===== config.mk =====
export PLATFORM = sky130hd
export DESIGN_NAME = search_query_tokenizer_flat
export DESIGN_NICKNAME = d
export VERILOG_FILES = /design/src/rtl/core/sqt_pkg.sv /design/src/rtl/core/sqt_if.sv /design/src/rtl/core/search_query_tokenizer.sv /design/src/rtl/core/sqt_fifo.sv /design/src/rtl/core/sqt_front.sv /design/src/rtl/core/sqt_back.sv /design/src/flat_wrapper.sv
export SDC_FILE = /design/constraint.sdc
export NUM_CORES = 1
export LEC_CHECK = 0
export ABC_AREA = 1
export BUFFER_PORTS_ARGS = -buffer_cell sky130_fd_sc_hd__buf_2
export CORE_AREA = 2 2 209 211
export CTS_BUF_LIST = sky130_fd_sc_hd__clkbuf_8
export DETAILED_ROUTE_END_ITERATION = 10
export DIE_AREA = 0 0 211 213
export GPL_TIMING_DRIVEN = 0
export PLACE_DENSITY = 0.76
export SLEW_MARGIN = 25
export SYNTH_ARGS = -nofsm -noshare
export SYNTH_HDL_FRONTEND = slang
export SYNTH_SLANG_ARGS = --single-unit
export TNS_END_PERCENT = 20

===== constraint.sdc =====
create_clock -name clock -period 5.45 [get_ports clock]
set_clock_uncertainty 0.2 [all_clocks]
set_input_delay 1.09 -clock clock [delete_from_list [all_inputs] [get_ports clock]]
set_output_delay 1.09 -clock clock [all_outputs]
set_load 0.005 [all_outputs]

===== src/rtl/core/sqt_pkg.sv =====
package sqt_pkg;

   // field widths
   localparam int LEN_W            = 6;
   localparam int CFG_W            = 6;
   localparam int KIND_W           = 4;
   localparam int WARN_W           = 5;
   localparam int BYTES_W          = 16;
   localparam int DEF_MAX_WORD_LEN = 32;
   localparam int FIFO_DEPTH       = 4;

   // token kinds
   localparam logic [KIND_W-1:0] K_WORD   = 4'd0;
   localparam logic [KIND_W-1:0] K_NOSTOP = 4'd1;
   localparam logic [KIND_W-1:0] K_EXCL   = 4'd2;
   localparam logic [KIND_W-1:0] K_OR     = 4'd3;
   localparam logic [KIND_W-1:0] K_AND    = 4'd4;
   localparam logic [KIND_W-1:0] K_PSTART = 4'd5;
   localparam logic [KIND_W-1:0] K_PEND   = 4'd6;
   localparam logic [KIND_W-1:0] K_MSTART = 4'd7;
   localparam logic [KIND_W-1:0] K_MEND   = 4'd8;
   localparam logic [KIND_W-1:0] K_SENT   = 4'd9;
   localparam logic [KIND_W-1:0] K_END    = 4'd10;

   // warning bits
   localparam logic [WARN_W-1:0] W_BOOL      = 5'd1;
   localparam logic [WARN_W-1:0] W_NEST      = 5'd2;
   localparam logic [WARN_W-1:0] W_UNMATCHED = 5'd4;
   localparam logic [WARN_W-1:0] W_QUOTES    = 5'd8;
   localparam logic [WARN_W-1:0] W_JUNK      = 5'd16;

   typedef enum logic [4:0] {
      S_TOP, S_WORD, S_WPUNC, S_NS, S_NSPUNC, S_EX, S_EXPUNC, S_OR, S_AND,
      S_PHR, S_PWORD, S_PWPUNC, S_ESENT, S_MODMOD, S_MOD, S_MWORD
   } parse_state_type;

   typedef enum logic [1:0] {
      B_IDLE, B_READ, B_SEND
   } back_state_type;

   // one emission command: a word or a single marker item (len 0 gives one item)
   typedef struct packed {
      logic [KIND_W-1:0]  kind;
      logic [LEN_W-1:0]   len;
      logic [WARN_W-1:0]  warn;
      logic [BYTES_W-1:0] bytes;
   } cmd_type;

   // word store write
   typedef struct packed {
      logic             en;
      logic [LEN_W-1:0] addr;
      logic [7:0]       data;
   } wr_type;

   // back end status
   typedef struct packed {
      logic done;
      logic active;
   } back_status_type;

endpackage


===== src/rtl/core/sqt_if.sv =====
interface sqt_req_if;
   logic       valid;
   logic       ready;
   logic [7:0] query_byte;
   logic       end_of_query;

   modport source (output valid, output query_byte, output end_of_query, input ready);
   modport sink (input valid, input query_byte, input end_of_query, output ready);
endinterface

interface sqt_rsp_if;
   logic        valid;
   logic        ready;
   logic [3:0]  token_kind;
   logic [7:0]  token_char;
   logic        char_valid;
   logic        last;
   logic [4:0]  warnings;
   logic [15:0] byte_count;

   modport source (output valid, output token_kind, output token_char, output char_valid,
                   output last, output warnings, output byte_count, input ready);
   modport sink (input valid, input token_kind, input token_char, input char_valid,
                 input last, input warnings, input byte_count, output ready);
endinterface


===== src/rtl/core/search_query_tokenizer.sv =====
// channel   dir  handshake          payload
// req_chan  in   valid/ready        query_byte[8], end_of_query[1]
// rsp_chan  out  valid/ready        token_kind[4], token_char[8], char_valid, last,
//                                   warnings[5], byte_count[16]
// csr       in   csr_wr_en          csr_wr_data[6] = max_word_length
//
// a request is classified as it is accepted and leaves at most two commands in a
// four-entry queue; the back end fetches one command at a time, then for each
// result item reads the word store, then loads the output register, so a marker
// yields one item and a word of n characters n items; output stalls hold this.
// requests stall while a word with characters is still being read out, since
// the next word reuses the word store, while a second command waits to enter
// the queue, or while the queue is full.
// reset is synchronous; the word store has no clearing pass.
module search_query_tokenizer
   import sqt_pkg::*;
#(
   parameter int MAX_WORD_LEN = DEF_MAX_WORD_LEN
)(
   input  logic             clock,
   input  logic             reset,
   sqt_req_if.sink          req_chan,
   sqt_rsp_if.source        rsp_chan,
   input  logic             csr_wr_en,
   input  logic [CFG_W-1:0] csr_wr_data
);

   logic [CFG_W-1:0] max_len_ff;
   logic             push, pop, fifo_full, fifo_empty;
   cmd_type          push_data, pop_data;
   wr_type           wr;
   back_status_type  back_status;

   // word limit register
   always_ff @(posedge clock) begin
      if (reset) begin
         max_len_ff <= CFG_W'(DEF_MAX_WORD_LEN);
      end else if (csr_wr_en) begin
         max_len_ff <= csr_wr_data;
      end
   end

   sqt_front #(.MAX_WORD_LEN(MAX_WORD_LEN)) u_front (
      .clock     (clock),
      .reset     (reset),
      .req       (req_chan),
      .max_len   (max_len_ff),
      .fifo_full (fifo_full),
      .back_done (back_status.done),
      .push      (push),
      .push_data (push_data),
      .wr        (wr)
   );

   sqt_fifo u_fifo (
      .clock     (clock),
      .reset     (reset),
      .push      (push),
      .push_data (push_data),
      .pop       (pop),
      .pop_data  (pop_data),
      .full      (fifo_full),
      .empty     (fifo_empty)
   );

   sqt_back #(.MAX_WORD_LEN(MAX_WORD_LEN)) u_back (
      .clock      (clock),
      .reset      (reset),
      .wr         (wr),
      .fifo_empty (fifo_empty),
      .fifo_data  (pop_data),
      .pop        (pop),
      .rsp        (rsp_chan),
      .status     (back_status)
   );

   // word store is never written while a word is read out
   a_no_wr_during_read: assert property (@(posedge clock) disable iff (reset)
      wr.en |-> !back_status.active)
      else $error("word store written during readout");

   // queue never overflows
   a_no_overflow: assert property (@(posedge clock) disable iff (reset)
      push |-> (!fifo_full || pop))
      else $error("queue push while full");

   // a finished word leaves its final item on the output
   a_done_last: assert property (@(posedge clock) disable iff (reset)
      back_status.done |=> (rsp_chan.valid && rsp_chan.last && rsp_chan.char_valid))
      else $error("word end without final item");

endmodule


===== src/rtl/core/sqt_fifo.sv =====
module sqt_fifo
   import sqt_pkg::*;
(
   input  logic    clock,
   input  logic    reset,
   input  logic    push,
   input  cmd_type push_data,
   input  logic    pop,
   output cmd_type pop_data,
   output logic    full,
   output logic    empty
);

   localparam int PW = $clog2(FIFO_DEPTH);

   cmd_type         slot_ff [FIFO_DEPTH];
   logic [PW-1:0]   wp_ff, wp_in;
   logic [PW-1:0]   rp_ff, rp_in;
   logic [PW:0]     cnt_ff, cnt_in;

   // pointer and count update
   always_comb begin
      wp_in  = push ? wp_ff + PW'(1) : wp_ff;
      rp_in  = pop ? rp_ff + PW'(1) : rp_ff;
      cnt_in = cnt_ff + (PW+1)'(push) - (PW+1)'(pop);
   end

   always_ff @(posedge clock) begin
      if (reset) begin
         wp_ff  <= '0;
         rp_ff  <= '0;
         cnt_ff <= '0;
      end else begin
         wp_ff  <= wp_in;
         rp_ff  <= rp_in;
         cnt_ff <= cnt_in;
      end
   end

   // storage
   always_ff @(posedge clock) begin
      if (push) begin
         slot_ff[wp_ff] <= push_data;
      end
   end

   assign pop_data = slot_ff[rp_ff];
   assign full     = (cnt_ff == (PW+1)'(FIFO_DEPTH));
   assign empty    = (cnt_ff == '0);

endmodule


===== src/rtl/core/sqt_front.sv =====
module sqt_front
   import sqt_pkg::*;
#(
   parameter int MAX_WORD_LEN = DEF_MAX_WORD_LEN
)(
   input  logic             clock,
   input  logic             reset,
   sqt_req_if.sink          req,
   input  logic [CFG_W-1:0] max_len,
   input  logic             fifo_full,
   input  logic             back_done,
   output logic             push,
   output cmd_type          push_data,
   output wr_type           wr
);

   localparam logic [7:0] CH_PLUS  = 8'h2B;
   localparam logic [7:0] CH_MINUS = 8'h2D;
   localparam logic [7:0] CH_QUOTE = 8'h22;
   localparam logic [7:0] CH_LBRK  = 8'h5B;
   localparam logic [7:0] CH_COLON = 8'h3A;
   localparam logic [7:0] CH_RBRK  = 8'h5D;
   localparam logic [7:0] CH_DOT   = 8'h2E;
   localparam logic [7:0] CH_BANG  = 8'h21;
   localparam logic [7:0] CH_QUEST = 8'h3F;
   localparam logic [7:0] CH_APOS  = 8'h27;
   localparam logic [7:0] CH_LPAR  = 8'h28;
   localparam logic [7:0] CH_A     = 8'h41;
   localparam logic [7:0] CH_N     = 8'h4E;
   localparam logic [7:0] CH_D     = 8'h44;
   localparam logic [7:0] CH_O     = 8'h4F;
   localparam logic [7:0] CH_R     = 8'h52;

   parse_state_type     state_ff, state_in;
   logic [LEN_W-1:0]    len_ff, len_in;
   logic [WARN_W-1:0]   warn_ff, warn_in;
   logic [BYTES_W-1:0]  bytes_ff, bytes_in;
   logic                pend_ff;
   cmd_type             pend_cmd_ff;
   logic                word_out_ff;

   logic [7:0]          b, ch;
   logic                up, low, dig, sp, ctl, ext, pun, alnum;
   logic [LEN_W-1:0]    lim;
   logic                fits;
   logic                accept;
   logic                wa, wforce, ma, has_w;
   logic [KIND_W-1:0]   wk, mk;
   logic [WARN_W-1:0]   post;
   logic [BYTES_W-1:0]  item_bytes;
   logic                op_hit;
   cmd_type             cw, cm, c0;

   assign accept    = req.valid && req.ready;
   assign req.ready = !pend_ff && !fifo_full && !word_out_ff;

   // byte classes
   always_comb begin
      b     = req.query_byte;
      up    = (b >= 8'h41) && (b <= 8'h5A);
      low   = (b >= 8'h61) && (b <= 8'h7A);
      dig   = (b >= 8'h30) && (b <= 8'h39);
      sp    = (b == 8'h20) || ((b >= 8'h09) && (b <= 8'h0D));
      ext   = b[7];
      ctl   = !sp && ((b < 8'h20) || (b == 8'h7F));
      pun   = !up && !low && !dig && !sp && !ctl && !ext;
      alnum = up || low || dig;
      ch    = up ? b + 8'd32 : b;
      lim   = (max_len > CFG_W'(MAX_WORD_LEN)) ? LEN_W'(MAX_WORD_LEN) : LEN_W'(max_len);
      fits  = len_ff < lim;
   end

   // operator letter match for AND / OR
   always_comb begin
      if (state_ff == S_OR) begin
         op_hit = ((len_ff == LEN_W'(0)) && (b == CH_O)) ||
                  ((len_ff == LEN_W'(1)) && (b == CH_R));
      end else begin
         op_hit = ((len_ff == LEN_W'(0)) && (b == CH_A)) ||
                  ((len_ff == LEN_W'(1)) && (b == CH_N)) ||
                  ((len_ff == LEN_W'(2)) && (b == CH_D));
      end
   end

   // tokenizer step
   always_comb begin
      state_in = state_ff;
      len_in   = len_ff;
      warn_in  = warn_ff;
      wa       = 1'b0;
      wforce   = 1'b0;
      wk       = K_WORD;
      ma       = 1'b0;
      mk       = K_WORD;
      post     = '0;
      wr.en    = 1'b0;
      wr.addr  = len_ff;
      wr.data  = ch;
      has_w    = 1'b0;
      cw       = '0;
      cm       = '0;

      if (req.end_of_query) begin
         item_bytes = bytes_ff;
         unique case (state_ff)
            S_WORD, S_WPUNC, S_OR, S_AND: begin
               wa = 1'b1;
            end
            S_NS, S_NSPUNC: begin
               wa = 1'b1;
               wk = K_NOSTOP;
            end
            S_EX, S_EXPUNC: begin
               wa = 1'b1;
               wk = K_EXCL;
            end
            S_PHR: begin
               warn_in = warn_in | W_QUOTES;
            end
            S_PWORD, S_PWPUNC: begin
               warn_in = warn_in | W_QUOTES;
               wa      = 1'b1;
            end
            S_ESENT: begin
               wa   = 1'b1;
               post = W_QUOTES;
            end
            S_MODMOD, S_MWORD: begin
               warn_in = warn_in | W_UNMATCHED;
               wa      = 1'b1;
            end
            S_MOD: begin
               warn_in = warn_in | W_UNMATCHED;
            end
            default: begin
            end
         endcase
         ma = 1'b1;
         mk = K_END;
      end else begin
         item_bytes = (bytes_ff == '1) ? bytes_ff : bytes_ff + BYTES_W'(1);
         if (state_ff == S_ESENT && sp) begin
            wa       = 1'b1;
            ma       = 1'b1;
            mk       = K_SENT;
            state_in = S_PHR;
         end else begin
            if (state_ff == S_ESENT) begin
               state_in = S_PWORD;
            end
            unique case (state_in)
               S_OR, S_AND: begin
                  if (up) begin
                     if (fits) begin
                        wr.en  = 1'b1;
                        len_in = len_ff + LEN_W'(1);
                        if (!op_hit) state_in = S_WORD;
                     end else begin
                        wa = 1'b1; wforce = 1'b1; state_in = S_TOP;
                     end
                  end else if (low || dig) begin
                     if (fits) begin
                        wr.en    = 1'b1;
                        len_in   = len_ff + LEN_W'(1);
                        state_in = S_WORD;
                     end else begin
                        wa = 1'b1; wforce = 1'b1; state_in = S_TOP;
                     end
                  end else if (ctl || ext) begin
                     state_in = S_WORD;
                  end else if (sp) begin
                     if (len_ff == ((state_ff == S_OR) ? LEN_W'(2) : LEN_W'(3))) begin
                        ma       = 1'b1;
                        mk       = (state_ff == S_OR) ? K_OR : K_AND;
                        state_in = S_TOP;
                     end else begin
                        wa       = 1'b1;
                        state_in = S_TOP;
                     end
                  end else begin
                     state_in = S_WPUNC;
                  end
               end
               S_WORD: begin
                  if (alnum) begin
                     if (fits) begin
                        wr.en  = 1'b1;
                        len_in = len_ff + LEN_W'(1);
                     end else begin
                        wa = 1'b1; wforce = 1'b1; state_in = S_TOP;
                     end
                  end else if (sp) begin
                     wa       = 1'b1;
                     state_in = S_TOP;
                  end else if (pun) begin
                     state_in = S_WPUNC;
                  end
               end
               S_WPUNC: begin
                  if (alnum) begin
                     if (fits) begin
                        wr.en    = 1'b1;
                        len_in   = len_ff + LEN_W'(1);
                        state_in = S_WORD;
                     end else begin
                        wa = 1'b1; wforce = 1'b1; state_in = S_TOP;
                     end
                  end else if (pun) begin
                     wa = 1'b1; wforce = 1'b1; state_in = S_TOP;
                  end else if (sp) begin
                     wa       = 1'b1;
                     state_in = S_TOP;
                  end
               end
               S_NS, S_EX: begin
                  wk = (state_in == S_NS) ? K_NOSTOP : K_EXCL;
                  if (alnum) begin
                     if (fits) begin
                        wr.en  = 1'b1;
                        len_in = len_ff + LEN_W'(1);
                     end else begin
                        wa = 1'b1; wforce = 1'b1; state_in = S_TOP;
                     end
                  end else if (sp) begin
                     wa       = 1'b1;
                     state_in = S_TOP;
                  end else if (pun) begin
                     state_in = (state_ff == S_NS) ? S_NSPUNC : S_EXPUNC;
                  end
               end
               S_NSPUNC, S_EXPUNC: begin
                  wk = (state_in == S_NSPUNC) ? K_NOSTOP : K_EXCL;
                  if (alnum) begin
                     if (fits) begin
                        wr.en    = 1'b1;
                        len_in   = len_ff + LEN_W'(1);
                        state_in = (state_ff == S_NSPUNC) ? S_NS : S_EXPUNC;
                     end else begin
                        wa = 1'b1; wforce = 1'b1; state_in = S_TOP;
                     end
                  end else if (sp || pun) begin
                     wa       = 1'b1;
                     state_in = S_TOP;
                  end
               end
               S_PHR: begin
                  if (alnum) begin
                     if (fits) begin
                        wr.en    = 1'b1;
                        len_in   = len_ff + LEN_W'(1);
                        state_in = S_PWORD;
                     end else begin
                        wa = 1'b1; wforce = 1'b1; state_in = S_PHR;
                     end
                  end else if (b == CH_QUOTE) begin
                     ma       = 1'b1;
                     mk       = K_PEND;
                     state_in = S_TOP;
                  end else if (!sp) begin
                     state_in = S_PWORD;
                  end
               end
               S_PWORD, S_PWPUNC: begin
                  if (alnum) begin
                     if (fits) begin
                        wr.en    = 1'b1;
                        len_in   = len_ff + LEN_W'(1);
                        state_in = S_PWORD;
                     end else begin
                        wa = 1'b1; wforce = 1'b1; state_in = S_PHR;
                     end
                  end else if (b == CH_QUOTE) begin
                     wa       = 1'b1;
                     ma       = 1'b1;
                     mk       = K_PEND;
                     state_in = S_TOP;
                  end else if (b == CH_DOT || b == CH_BANG || b == CH_QUEST) begin
                     state_in = S_ESENT;
                  end else if (ctl || ext) begin
                  end else if (state_in == S_PWORD && b == CH_MINUS) begin
                     if (fits) begin
                        wr.en  = 1'b1;
                        len_in = len_ff + LEN_W'(1);
                     end else begin
                        wa = 1'b1; wforce = 1'b1; state_in = S_PHR;
                     end
                  end else if (state_in == S_PWORD && pun) begin
                     state_in = S_PWPUNC;
                  end else begin
                     wa       = 1'b1;
                     state_in = (len_ff != '0) ? S_PHR : S_TOP;
                  end
               end
               S_MODMOD: begin
                  if (alnum || ext || b == CH_MINUS) begin
                     if (fits) begin
                        wr.en  = 1'b1;
                        len_in = len_ff + LEN_W'(1);
                     end else begin
                        wa = 1'b1; wforce = 1'b1; state_in = S_TOP;
                     end
                  end else if (b == CH_COLON) begin
                     wa = 1'b1; wforce = 1'b1; wk = K_MSTART; state_in = S_MOD;
                  end else begin
                     if (b == CH_LBRK) warn_in = warn_in | W_NEST;
                     wa = 1'b1; wforce = 1'b1; state_in = S_TOP;
                  end
               end
               S_MOD: begin
                  if (alnum || ext) begin
                     if (fits) begin
                        wr.en    = 1'b1;
                        len_in   = len_ff + LEN_W'(1);
                        state_in = S_MWORD;
                     end else begin
                        wa = 1'b1; wforce = 1'b1; state_in = S_MOD;
                     end
                  end else if (b == CH_RBRK) begin
                     ma       = 1'b1;
                     mk       = K_MEND;
                     state_in = S_TOP;
                  end else if (!sp) begin
                     if (b == CH_LBRK) warn_in = warn_in | W_NEST;
                     state_in = S_MWORD;
                  end
               end
               S_MWORD: begin
                  if (alnum || b == CH_MINUS) begin
                     if (fits) begin
                        wr.en  = 1'b1;
                        len_in = len_ff + LEN_W'(1);
                     end else begin
                        wa = 1'b1; wforce = 1'b1; state_in = S_MOD;
                     end
                  end else if (b == CH_RBRK) begin
                     wa       = 1'b1;
                     ma       = 1'b1;
                     mk       = K_MEND;
                     state_in = S_TOP;
                  end else if (b == CH_APOS) begin
                  end else begin
                     if (b == CH_LBRK) warn_in = warn_in | W_NEST;
                     wa       = 1'b1;
                     state_in = S_MOD;
                  end
               end
               default: begin
                  // top level
                  state_in = S_TOP;
                  if (alnum) begin
                     if (fits) begin
                        wr.en    = 1'b1;
                        len_in   = len_ff + LEN_W'(1);
                        state_in = (b == CH_A) ? S_AND : (b == CH_O) ? S_OR : S_WORD;
                     end else begin
                        wa = 1'b1; wforce = 1'b1; state_in = S_TOP;
                     end
                  end else if (b == CH_PLUS) begin
                     state_in = S_NS;
                  end else if (b == CH_MINUS) begin
                     state_in = S_EX;
                  end else if (b == CH_QUOTE) begin
                     ma       = 1'b1;
                     mk       = K_PSTART;
                     state_in = S_PHR;
                  end else if (b == CH_LBRK) begin
                     state_in = S_MODMOD;
                  end else if (!sp) begin
                     if (b == CH_LPAR) warn_in = warn_in | W_BOOL;
                     state_in = S_WORD;
                  end
               end
            endcase
         end
      end

      // word emission, then marker
      if (wa) begin
         if (len_ff != '0 || wforce) begin
            has_w   = 1'b1;
            cw      = '{kind: wk, len: len_ff, warn: warn_in, bytes: item_bytes};
            warn_in = '0;
            len_in  = '0;
         end else begin
            warn_in = warn_in | W_JUNK;
         end
      end
      warn_in = warn_in | post;
      if (ma) begin
         cm      = '{kind: mk, len: '0, warn: warn_in, bytes: item_bytes};
         warn_in = '0;
         len_in  = '0;
      end
      c0 = has_w ? cw : cm;

      bytes_in = item_bytes;
      if (req.end_of_query) begin
         state_in = S_TOP;
         len_in   = '0;
         bytes_in = '0;
      end

      if (!accept) begin
         wr.en = 1'b0;
      end
   end

   // queue write: first command now, a second one from the pending register once the queue has room
   assign push      = (accept && (has_w || ma)) || (pend_ff && !fifo_full);
   assign push_data = pend_ff ? pend_cmd_ff : c0;

   always_ff @(posedge clock) begin
      if (reset) begin
         state_ff    <= S_TOP;
         len_ff      <= '0;
         warn_ff     <= '0;
         bytes_ff    <= '0;
         pend_ff     <= 1'b0;
         word_out_ff <= 1'b0;
      end else begin
         if (accept) begin
            state_ff <= state_in;
            len_ff   <= len_in;
            warn_ff  <= warn_in;
            bytes_ff <= bytes_in;
         end
         if (accept && has_w && ma) begin
            pend_ff <= 1'b1;
         end else if (pend_ff && !fifo_full) begin
            pend_ff <= 1'b0;
         end
         if (accept && has_w && cw.len != '0) begin
            word_out_ff <= 1'b1;
         end else if (back_done) begin
            word_out_ff <= 1'b0;
         end
      end
   end

   // payload only
   always_ff @(posedge clock) begin
      if (accept && has_w && ma) begin
         pend_cmd_ff <= cm;
      end
   end

endmodule


===== src/rtl/core/sqt_back.sv =====
module sqt_back
   import sqt_pkg::*;
#(
   parameter int MAX_WORD_LEN = DEF_MAX_WORD_LEN
)(
   input  logic            clock,
   input  logic            reset,
   input  wr_type          wr,
   input  logic            fifo_empty,
   input  cmd_type         fifo_data,
   output logic            pop,
   sqt_rsp_if.source       rsp,
   output back_status_type status
);

   localparam int AW = $clog2(MAX_WORD_LEN);

   logic [7:0]       mem [MAX_WORD_LEN];
   logic [7:0]       rd_ff;
   back_state_type   state_ff, state_in;
   cmd_type          cmd_ff, cmd_in;
   logic [LEN_W-1:0] idx_ff, idx_in;
   logic             out_free, load, is_last;
   logic             valid_ff;
   logic [3:0]       kind_ff;
   logic [7:0]       char_ff;
   logic             cv_ff, last_ff;
   logic [4:0]       warn_ff;
   logic [15:0]      bytes_ff;

   // word store
   always_ff @(posedge clock) begin
      if (wr.en) begin
         mem[wr.addr[AW-1:0]] <= wr.data;
      end
      rd_ff <= mem[idx_ff[AW-1:0]];
   end

   assign out_free = !valid_ff || rsp.ready;
   assign is_last  = (cmd_ff.len == '0) || (idx_ff + LEN_W'(1) == cmd_ff.len);

   // sequencer: fetch a command, then read and send one item per pass
   always_comb begin
      state_in = state_ff;
      cmd_in   = cmd_ff;
      idx_in   = idx_ff;
      pop      = 1'b0;
      load     = 1'b0;
      status   = '{done: 1'b0, active: (state_ff != B_IDLE) && (cmd_ff.len != '0)};
      unique case (state_ff)
         B_IDLE: begin
            if (!fifo_empty) begin
               pop      = 1'b1;
               cmd_in   = fifo_data;
               idx_in   = '0;
               state_in = B_READ;
            end
         end
         B_READ: begin
            state_in = B_SEND;
         end
         B_SEND: begin
            if (out_free) begin
               load = 1'b1;
               if (is_last) begin
                  status.done = (cmd_ff.len != '0);
                  state_in    = B_IDLE;
               end else begin
                  idx_in   = idx_ff + LEN_W'(1);
                  state_in = B_READ;
               end
            end
         end
         default: begin
            state_in = B_IDLE;
         end
      endcase
   end

   always_ff @(posedge clock) begin
      if (reset) begin
         state_ff <= B_IDLE;
         valid_ff <= 1'b0;
      end else begin
         state_ff <= state_in;
         if (load) begin
            valid_ff <= 1'b1;
         end else if (rsp.ready) begin
            valid_ff <= 1'b0;
         end
      end
   end

   // command and output payload
   always_ff @(posedge clock) begin
      cmd_ff <= cmd_in;
      idx_ff <= idx_in;
      if (load) begin
         kind_ff  <= cmd_ff.kind;
         char_ff  <= (cmd_ff.len == '0) ? 8'd0 : rd_ff;
         cv_ff    <= (cmd_ff.len != '0);
         last_ff  <= is_last;
         warn_ff  <= cmd_ff.warn;
         bytes_ff <= cmd_ff.bytes;
      end
   end

   assign rsp.valid      = valid_ff;
   assign rsp.token_kind = kind_ff;
   assign rsp.token_char = char_ff;
   assign rsp.char_valid = cv_ff;
   assign rsp.last       = last_ff;
   assign rsp.warnings   = warn_ff;
   assign rsp.byte_count = bytes_ff;

endmodule

===== src/flat_wrapper.sv =====
// flat-port wrapper written by rule: the top's interface ports become plain ports
module search_query_tokenizer_flat import sqt_pkg::*;
#(
   parameter int MAX_WORD_LEN = DEF_MAX_WORD_LEN
)
  (clock, reset, csr_wr_en, csr_wr_data, req_chan_valid, req_chan_query_byte, req_chan_end_of_query, req_chan_ready, rsp_chan_valid, rsp_chan_token_kind, rsp_chan_token_char, rsp_chan_char_valid, rsp_chan_last, rsp_chan_warnings, rsp_chan_byte_count, rsp_chan_ready);
  sqt_req_if req_chan_i ();
  sqt_rsp_if rsp_chan_i ();
  input  logic clock;
  input  logic reset;
  input  logic csr_wr_en;
  input  logic [CFG_W-1:0] csr_wr_data;
  input wire logic [$bits(req_chan_i.valid)-1:0] req_chan_valid;
  input wire logic [$bits(req_chan_i.query_byte)-1:0] req_chan_query_byte;
  input wire logic [$bits(req_chan_i.end_of_query)-1:0] req_chan_end_of_query;
  output wire logic [$bits(req_chan_i.ready)-1:0] req_chan_ready;
  output wire logic [$bits(rsp_chan_i.valid)-1:0] rsp_chan_valid;
  output wire logic [$bits(rsp_chan_i.token_kind)-1:0] rsp_chan_token_kind;
  output wire logic [$bits(rsp_chan_i.token_char)-1:0] rsp_chan_token_char;
  output wire logic [$bits(rsp_chan_i.char_valid)-1:0] rsp_chan_char_valid;
  output wire logic [$bits(rsp_chan_i.last)-1:0] rsp_chan_last;
  output wire logic [$bits(rsp_chan_i.warnings)-1:0] rsp_chan_warnings;
  output wire logic [$bits(rsp_chan_i.byte_count)-1:0] rsp_chan_byte_count;
  input wire logic [$bits(rsp_chan_i.ready)-1:0] rsp_chan_ready;
  assign req_chan_i.valid = req_chan_valid;
  assign req_chan_i.query_byte = req_chan_query_byte;
  assign req_chan_i.end_of_query = req_chan_end_of_query;
  assign req_chan_ready = req_chan_i.ready;
  assign rsp_chan_valid = rsp_chan_i.valid;
  assign rsp_chan_token_kind = rsp_chan_i.token_kind;
  assign rsp_chan_token_char = rsp_chan_i.token_char;
  assign rsp_chan_char_valid = rsp_chan_i.char_valid;
  assign rsp_chan_last = rsp_chan_i.last;
  assign rsp_chan_warnings = rsp_chan_i.warnings;
  assign rsp_chan_byte_count = rsp_chan_i.byte_count;
  assign rsp_chan_i.ready = rsp_chan_ready;
  search_query_tokenizer #(.MAX_WORD_LEN(MAX_WORD_LEN)) u_core (.clock(clock), .reset(reset), .req_chan(req_chan_i), .rsp_chan(rsp_chan_i), .csr_wr_en(csr_wr_en), .csr_wr_data(csr_wr_data));
endmodule

### After elaboration in Yosys (flattened, before gate mapping)

Memories as Yosys holds them, arrays and structs flattened. A register that Yosys moved wholly into a read port is not among the register bits.
Cells that the tools add are included.

* flip-flop bits (word level): 122
* bits in latches: 0
* memory bits (writable): 380
* bits in read-only memories: 0
* input bits: 20
* output and inout bits: 37
* memories: 2

Memory list
* u_core.u_back.mem: words 32, width 8, rd ports 1, clocked after memory_dff 1, write ports 1, RTL line sqt_back.sv:18 `logic [7:0] mem [MAX_WORD_LEN];`
* u_core.u_fifo.slot_ff: words 4, width 31, rd ports 1, clocked after memory_dff 1, write ports 1, RTL line sqt_fifo.sv:16 `cmd_type slot_ff [FIFO_DEPTH];`

* add/sub/neg operators: 8
* multiply operators: 0
* div/mod/pow operators: 0
* $lt $le $gt $ge: 11
* equal/unequal tests: 58
* shift-type cells: 0
* multiplexer cells: 240
* bitwise gates (word level): 2
* reductions and logical operators: 83

Operators with widths (number)
* 5-bit 2-to-1 mux: 43
* 31-bit 2-to-1 mux: 5
* 6-bit 2-to-1 mux: 21
* 1-bit 2-to-1 mux: 101
* 8-bit by 6-bit equality test with 1-bit output (second input constant): 10
* 5-bit by 4-bit equality test with 1-bit output (second input constant): 15
* 4-bit 2-to-1 mux: 18
* 8-bit by 7-bit equality test with 1-bit output (second input constant): 8
* 3-bit 2-to-1 mux: 17
* 5-bit one-hot mux with 10 select lines: 1
* 16-bit 2-to-1 mux: 3
* 5-bit by 3-bit equality test with 1-bit output (second input constant): 8
* 2-bit 2-to-1 mux: 18
* 6-bit one-hot mux with 5 select lines: 1
* 1-bit logical AND: 26
* 5-bit by 2-bit equality test with 1-bit output (second input constant): 4
* 1-bit logical OR: 20
* 4-bit one-hot mux with 5 select lines: 1
* 6-bit nonzero test: 3
* 16-bit by 1-bit adder with 16-bit output (second input constant): 1
* 16-bit equality test (second input constant): 1
* 8-bit by 7-bit >= comparator with 1-bit output (second input constant): 2
* 8-bit by 7-bit <= comparator with 1-bit output (second input constant): 2
* 13-bit OR reduction: 1
* other kinds (44): 72

### Longest topological paths before layout

* depth in word-level cells: 24
* gate-level depth with buffers: 25
* gate-level depth less buffers: 24

### Hierarchy

Synthesis repeated with hierarchy kept, for this count alone.

* cells, all modules: 2267
* area, all modules: 24011.8 um2

By module, submodules not included
* sqt_back: instances 1, cells an instance 979, area an instance 13041.3 um2, seq. area each 10069.7 um2
* sqt_fifo: instances 1, cells an instance 418, area an instance 5479.0 um2, seq. area each 3903.7 um2
* sqt_front: instances 1, cells an instance 833, area an instance 5246.3 um2, seq. area each 1431.4 um2
* search_query_tokenizer: instances 1, cells an instance 37, area an instance 245.2 um2, seq. area each 120.1 um2

### Worst setup path after synthesis

Ideal clock, no wire load.

* path kind: input port to flip-flop
* start point: in req_chan_query_byte[7]
* end point: mem u_core.u_fifo.slot_ff[0][0] in the netlist's numbering (enable)
* setup time: 428 ps
* arrival time: 4149 ps
* required time: 4822 ps
* slack: 673 ps
* stages on the path: 19
* cell sequence: nor2_2 inv_2 nor2_2 nand3_1 nand2_1 nand2_2 nand2_2 nor2_8 buf_8 nand4_4 nand2_1 nand2_1 nand2_1 nand4_2 nand3_2 nand2_2 nand2_2 buf_6 a21boi_1

* longest elaborated chain between the ends: 24
* elaborated cells on any way between the ends: 111
* classes of those cells: 9 x order compare; 10 x eq/ne; 57 x mux; 35 x reduce/logical

RTL lines
* start, declared: RTL line flat_wrapper.sv:14 `input wire logic [$bits(req_chan_i.query_byte)-1:0] req_chan_query_byte;`
* 8-bit by 7-bit >= comparator with 1-bit output, or another cell as far along: RTL line sqt_front.sv:60 `up = (b >= 8'h41) && (b <= 8'h5A);`
* 1-bit logical AND, on equally long branches: RTL line sqt_front.sv:60, sqt_front.sv:61, sqt_front.sv:63
* 1-bit logical NOT or 1-bit logical OR (tied branches): RTL line sqt_front.sv:66, sqt_front.sv:63
* 1-bit logical AND or 1-bit logical NOT (tied branches)
* 1-bit logical AND, on equally long branches: RTL line sqt_front.sv:66, sqt_front.sv:65
* 1-bit logical AND or 1-bit logical NOT (tied branches): RTL line sqt_front.sv:66 `pun = !up && !low && !dig && !sp && !ctl && !ext;`
* 1-bit logical AND (2 in series): RTL line sqt_front.sv:66
* 1-bit logical AND: RTL line sqt_front.sv:287 `end else if (state_in == S_PWORD && pun) begin`
* (+7 left out)
* 1-bit 2-to-1 mux: RTL line sqt_front.sv:142 `if (state_ff == S_ESENT && sp) begin`
* 1-bit 2-to-1 mux: RTL line sqt_front.sv:103 `if (req.end_of_query) begin`
* 1-bit 2-to-1 mux: RTL line sqt_front.sv:378 `if (wa) begin`
* 1-bit logical OR (*): RTL line sqt_front.sv:409 `assign push = (accept && (has_w || ma)) || (pend_ff && !fifo_full);`
* 1-bit logical AND (*): RTL line sqt_front.sv:409
* 1-bit logical OR (*): RTL line sqt_front.sv:409
* 1-bit 2-to-1 mux (*): RTL line sqt_fifo.sv:42 `if (push) begin`
* 1-bit 2-to-1 mux (not written as such) (*): RTL line sqt_fifo.sv:43 `slot_ff[wp_ff] <= push_data;`
* end, declared: RTL line sqt_fifo.sv:16

Mark *: on every way between the ends. The rest lies on a longest branch, timed or not.

### Worst setup path in the final report

* start point: in req_chan_query_byte[2]
* end point: mem u_core.u_back.mem[2][0] (enable)

* longest elaborated chain between the ends: 16
* elaborated cells on any way between the ends: 52
* classes of those cells: 9 x order compare; 7 x eq/ne; 17 x mux; 19 x reduce/logical

RTL lines
* 8-bit by 4-bit >= comparator with 1-bit output or 8-bit by 4-bit <= comparator with 1-bit output (tied branches): RTL line sqt_front.sv:63 `sp = (b == 8'h20) || ((b >= 8'h09) && (b <= 8'h0D));`
* 1-bit logical AND: RTL line sqt_front.sv:63
* 1-bit logical OR: RTL line sqt_front.sv:63
* 1-bit logical NOT
* 1-bit logical AND: RTL line sqt_front.sv:65 `ctl = !sp && ((b < 8'h20) || (b == 8'h7F));`
* 1-bit logical OR: RTL line sqt_front.sv:279 `end else if (ctl || ext) begin`
* 1-bit 2-to-1 mux: RTL line sqt_front.sv:279
* 1-bit 2-to-1 mux: RTL line sqt_front.sv:277 `end else if (b == CH_DOT || b == CH_BANG || b == CH_QUEST) begin`
* 1-bit 2-to-1 mux: RTL line sqt_front.sv:272 `end else if (b == CH_QUOTE) begin`
* 1-bit 2-to-1 mux: RTL line sqt_front.sv:264 `if (alnum) begin`
* 1-bit one-hot mux with 5 select lines: RTL line sqt_front.sv:151 `unique case (state_in)`
* 1-bit 2-to-1 mux (*): RTL line sqt_front.sv:142
* 1-bit 2-to-1 mux (*): RTL line sqt_front.sv:103
* 1-bit 2-to-1 mux (*): RTL line sqt_front.sv:403 `if (!accept) begin`
* 1-bit 2-to-1 mux (*): RTL line sqt_back.sv:33 `if (wr.en) begin`
* 1-bit 2-to-1 mux (not written as such) (*): RTL line sqt_back.sv:34 `mem[wr.addr[AW-1:0]] <= wr.data;`
* end, declared: RTL line sqt_back.sv:18

Marks and branches as above.

==> summary.md <==
| Metric | Value |
|---|---|
| Status | complete, no violations |
| Critical-path maximum fanout | 37 |
| Number of enable flip-flop cells after synthesis | 477 |
| Die height | 213 µm |
| Total of cells resized after clock tree synthesis | 0 |
| Worst setup endpoint | u_core.u_back.mem[2][0] |
| Global route total overflow | 0 |
| Growth of design area from synthesis to finish | 11.7% |
| Leak pwr | 9.02 nW |
| Sequential group share of total power | 43.4% |
| Wire length per cell after detailed routing | 22.8 µm |
| Via count of the first global-routing pass | 16600 |
| Data arrival, critical path | 4.85 ns |
| Post-route clock period utilization | 87.9% |
| Avg Inst Size Synth | 11.0 µm² |
| Cts bufs inserted | 83 |
| Terminus of the critical flop-to-flop path | u_core.u_back.mem[2][0] |
| Setup slack at placement | 0.223 ns |
| Number of nets in the layout | 2291 |
| Std-Cell Rows | 76 |
| Final total power | 0.0121 W |
| Share of the yosys chip area belonging to registers | 66.8% |
| Setup slack, reg-to-reg | 0.74 ns |
| Number of inserted filler cells in the final layout | 3356 |
| Worst IR drop on VDD | 229 µV |
| Total routing usage reported by global routing | 29.1% |
| #FFs+latches synth | 535 |
| Initial cell density of the core | 54.3% |
| Max frequency | 209 MHz |
| CTS sink cnt | 535 |
| Post-synth net total | 2143 |
| Count of antenna diodes in the layout | 0 |
| Sw Pwr | 0.00452 W |
| Startpoint type of the worst setup path | input pin |
| Capturing element type of the critical path | flop |
| Proportion of layout cells with a drive suffix above 1 | 11.0% |
| Final weighted congestion of routability-driven global placement | 0.996 |
| Reported max-cap violation count | 0 |
| Number of setup buffers added after CTS | 0 |
| Area of the die | 44900 µm² |
| Setup slack after layout | 0.662 ns |
| Required arrival time at the worst endpoint | 5.51 ns |
| Internal power consumption | 0.00762 W |
| Number of instances in the synthesized netlist | 2103 |
| Number of port buffers | 55 |
| Power share of the clock group | 25.4% |
| Footprint of the multi-input gates | 6820 µm² |
| Die X-Extent | 211 µm |
| Final hold violation count | 0 |
| Reg-to-reg critical path startpoint | u_core.max_len_ff[2] |
| Worst min-delay path category | reg -> reg |
| Synthesis Warnings | 0 |
| Buffer depth of the longest clock path | 3 |
| Part of the total power dissipated in combinational logic | 31.2% |
| Slew at the pin with the worst max-slew slack | 1.19 ns |
| Final Instance Count excl. Fillers | 2861 |
| Worst slew slack as a fraction of its limit | 20.7% |
| Number of antenna-violating nets in the routed design | 0 |
| Number of distinct library cells after synthesis | 61 |
| Final slew viol count | 0 |
| Final-layout worst hold slack | 0.221 ns |
| Async S/R FF share, synth | 0% |
| Count of routing violations after the opening detailed-route iteration | 2649 |
| # H-tree levels | 3 |
| Total I/O pin count | 57 |
| Commonest non-fill, non-tap cell in the layout | edfxtp_1 |
| Critical Path Source | req_chan_query_byte[2] |
| Logic depth of the worst register-to-register path | 15 |
| Detailed-placement wirelength estimate | 43.6 mm |
| CP Class | in -> reg |
| Post-route setup TNS | 0 ns |
| Clock transition at the register clock pins on the worst setup and hold paths after CTS | 0.06 ns |
| Top FF cell, synth | edfxtp_1 |
| Pin count of the biggest net entering global routing | 40 |
| Minimum clock period after layout | 4.79 ns |
| Antenna violations before repair | 1 |
| DRC viols | 0 |
| Summed instance area of the synthesized netlist | 23200 µm² |
| Pre-Repair DR Iteration Count | 6 |
| DR vias | 17600 |
| Final setup fails | 0 |
| RSZ-0062 raised after global routing | false |
| Global-route wire length before repair | 97.6 mm |
| Vias per inst | 6.16 |
| Total wire length after detailed routing | 65.3 mm |
| Placed cell count | 2712 |
| Root cell of the clock tree | clkbuf_8 |
| Core box area | 42700 µm² |
| Switching part of the total power | 37.2% |
| Post-CTS Hold Fix Bufs | 0 |
| Clock tree from TritonCTS | yes |
| Area taken by flip-flops and latches | 15500 µm² |
| Highest-count cells in the layout ignoring fill and taps | 477 x edfxtp_1, 367 x nor2_1, 254 x o21ai_0 |
| Total power per unit cell area | 469 nW/µm² |
| Clock network latency to the later pin of the worst-skew pair | 0.65 ns |
==> worst min-delay path by stage <==
stage                                  start  depth (start not counted)                                to  slack, ns
floorplan            u_core.u_back.cmd_ff[0]                          0   u_core.u_back.rsp.byte_count[0]       0.20
global placement     u_core.u_back.cmd_ff[5]                          0   u_core.u_back.rsp.byte_count[5]       0.20
detailed placement  u_core.u_back.cmd_ff[10]                          0  u_core.u_back.rsp.byte_count[10]       0.21
CTS                  u_core.u_back.cmd_ff[3]                          0   u_core.u_back.rsp.byte_count[3]       0.22
global route        u_core.u_back.cmd_ff[13]                          0  u_core.u_back.rsp.byte_count[13]       0.23
finish              u_core.u_back.cmd_ff[11]                          0  u_core.u_back.rsp.byte_count[11]       0.22
==> cell families after synthesis <==
family                   count (synthesis)  share of synthesized area [%]
flip-flops                             535                           66.8
buffers and inverters                  242                           4.15
XOR/XNOR                                27                           1.02
AO/OA/AOI/OAI                          500                           12.5
adder cells (fa/ha/maj)                 20                           1.11
AND/OR/NAND/NOR                        779                           14.4
==> power by group through the flow <==
stage | clock network, W | registers, W | logic (W)
after floorplan | 0 | 0.00530 | 0.00219
after global placement | 0 | 0.00535 | 0.00345
after detailed placement | 0 | 0.00534 | 0.00362
after CTS | 0.00310 | 0.00526 | 0.00365
after global routing | 0.00326 | 0.00529 | 0.00405
final | 0.00308 | 0.00526 | 0.00379
==> per-stage QoR <==
step | area, µm² | utilization (%)
after global routing | 25900 | 60.6
after detailed placement | 24400 | 57.1
final | 25900 | 60.6
after CTS | 25900 | 60.6
after floorplan | 23200 | -
after global placement | 24100 | 56.5
==> metal layers <==
| metal | track usage, % | part of all wire (%) | up-vias |
|---|---|---|---|
| li1 | - | - | 7831 |
| met1 | 40.4 | 38 | 8415 |
| met2 | 44.5 | 45 | 1183 |
| met3 | 6.38 | 13 | 185 |
| met4 | 12.7 | 3.7 | 2 |
| met5 | 0 | 0.020 | - |
==> sequential cells by signal (all words and copies together), names as in the netlist, 8 cells and up <==
name                          cells
u_core.u_front.bytes_ff          16
u_core.u_back.rsp.token_char      8
u_core.u_back.rd_ff               8
u_core.u_back.rsp.byte_count     16
u_core.u_back.cmd_ff             31
u_core.u_back.mem               256
u_core.u_fifo.slot_ff           124
u_core.u_front.pend_cmd_ff       25
==> cells in the mapped netlist (13+ instances only) <==
master | count | area, µm²
a21oi_1 | 68 | 340
a31oi_1 | 15 | 93.8
clkbuf_1 | 88 | 330
dfxtp_1 | 58 | 1160
edfxtp_1 | 477 | 14300
ha_1 | 19 | 238
inv_1 | 125 | 469
nand2_1 | 236 | 886
nand2_2 | 13 | 81.3
nand3_1 | 75 | 375
nand4_1 | 16 | 100
nor2_1 | 373 | 1400
nor3_1 | 19 | 95.1
o21ai_0 | 255 | 1280
o21ai_1 | 20 | 100
o221ai_1 | 45 | 394
o22ai_1 | 54 | 338
xor2_1 | 24 | 210
==> area by class of cell <==
type / instances / share of cell area, %
clock inverter: 61 / 1.08
tap: 546 / 2.64
buffer: 101 / 1.65
clock buffer: 88 / 4.68
multi-input combinational: 1326 / 26.3
sequential: 535 / 59.8
timing repair buffer: 63 / 1.72
inverter: 141 / 2.06
==> critical path, stage by stage <==
cell	delay [ns]
buf_2	0.60
nand2_1	0.20
nor2_1	0.14
nor2_1	0.05
nand2_1	0.08
nand2_2	0.18
inv_2	0.27
nor2_4	0.10
nor2_2	0.16
inv_1	0.12
nor2_1	0.21
nand3_1	0.14
inv_1	0.15
nand2_1	0.31
nor2_1	1.01
(Power assumes the default switching activity.)
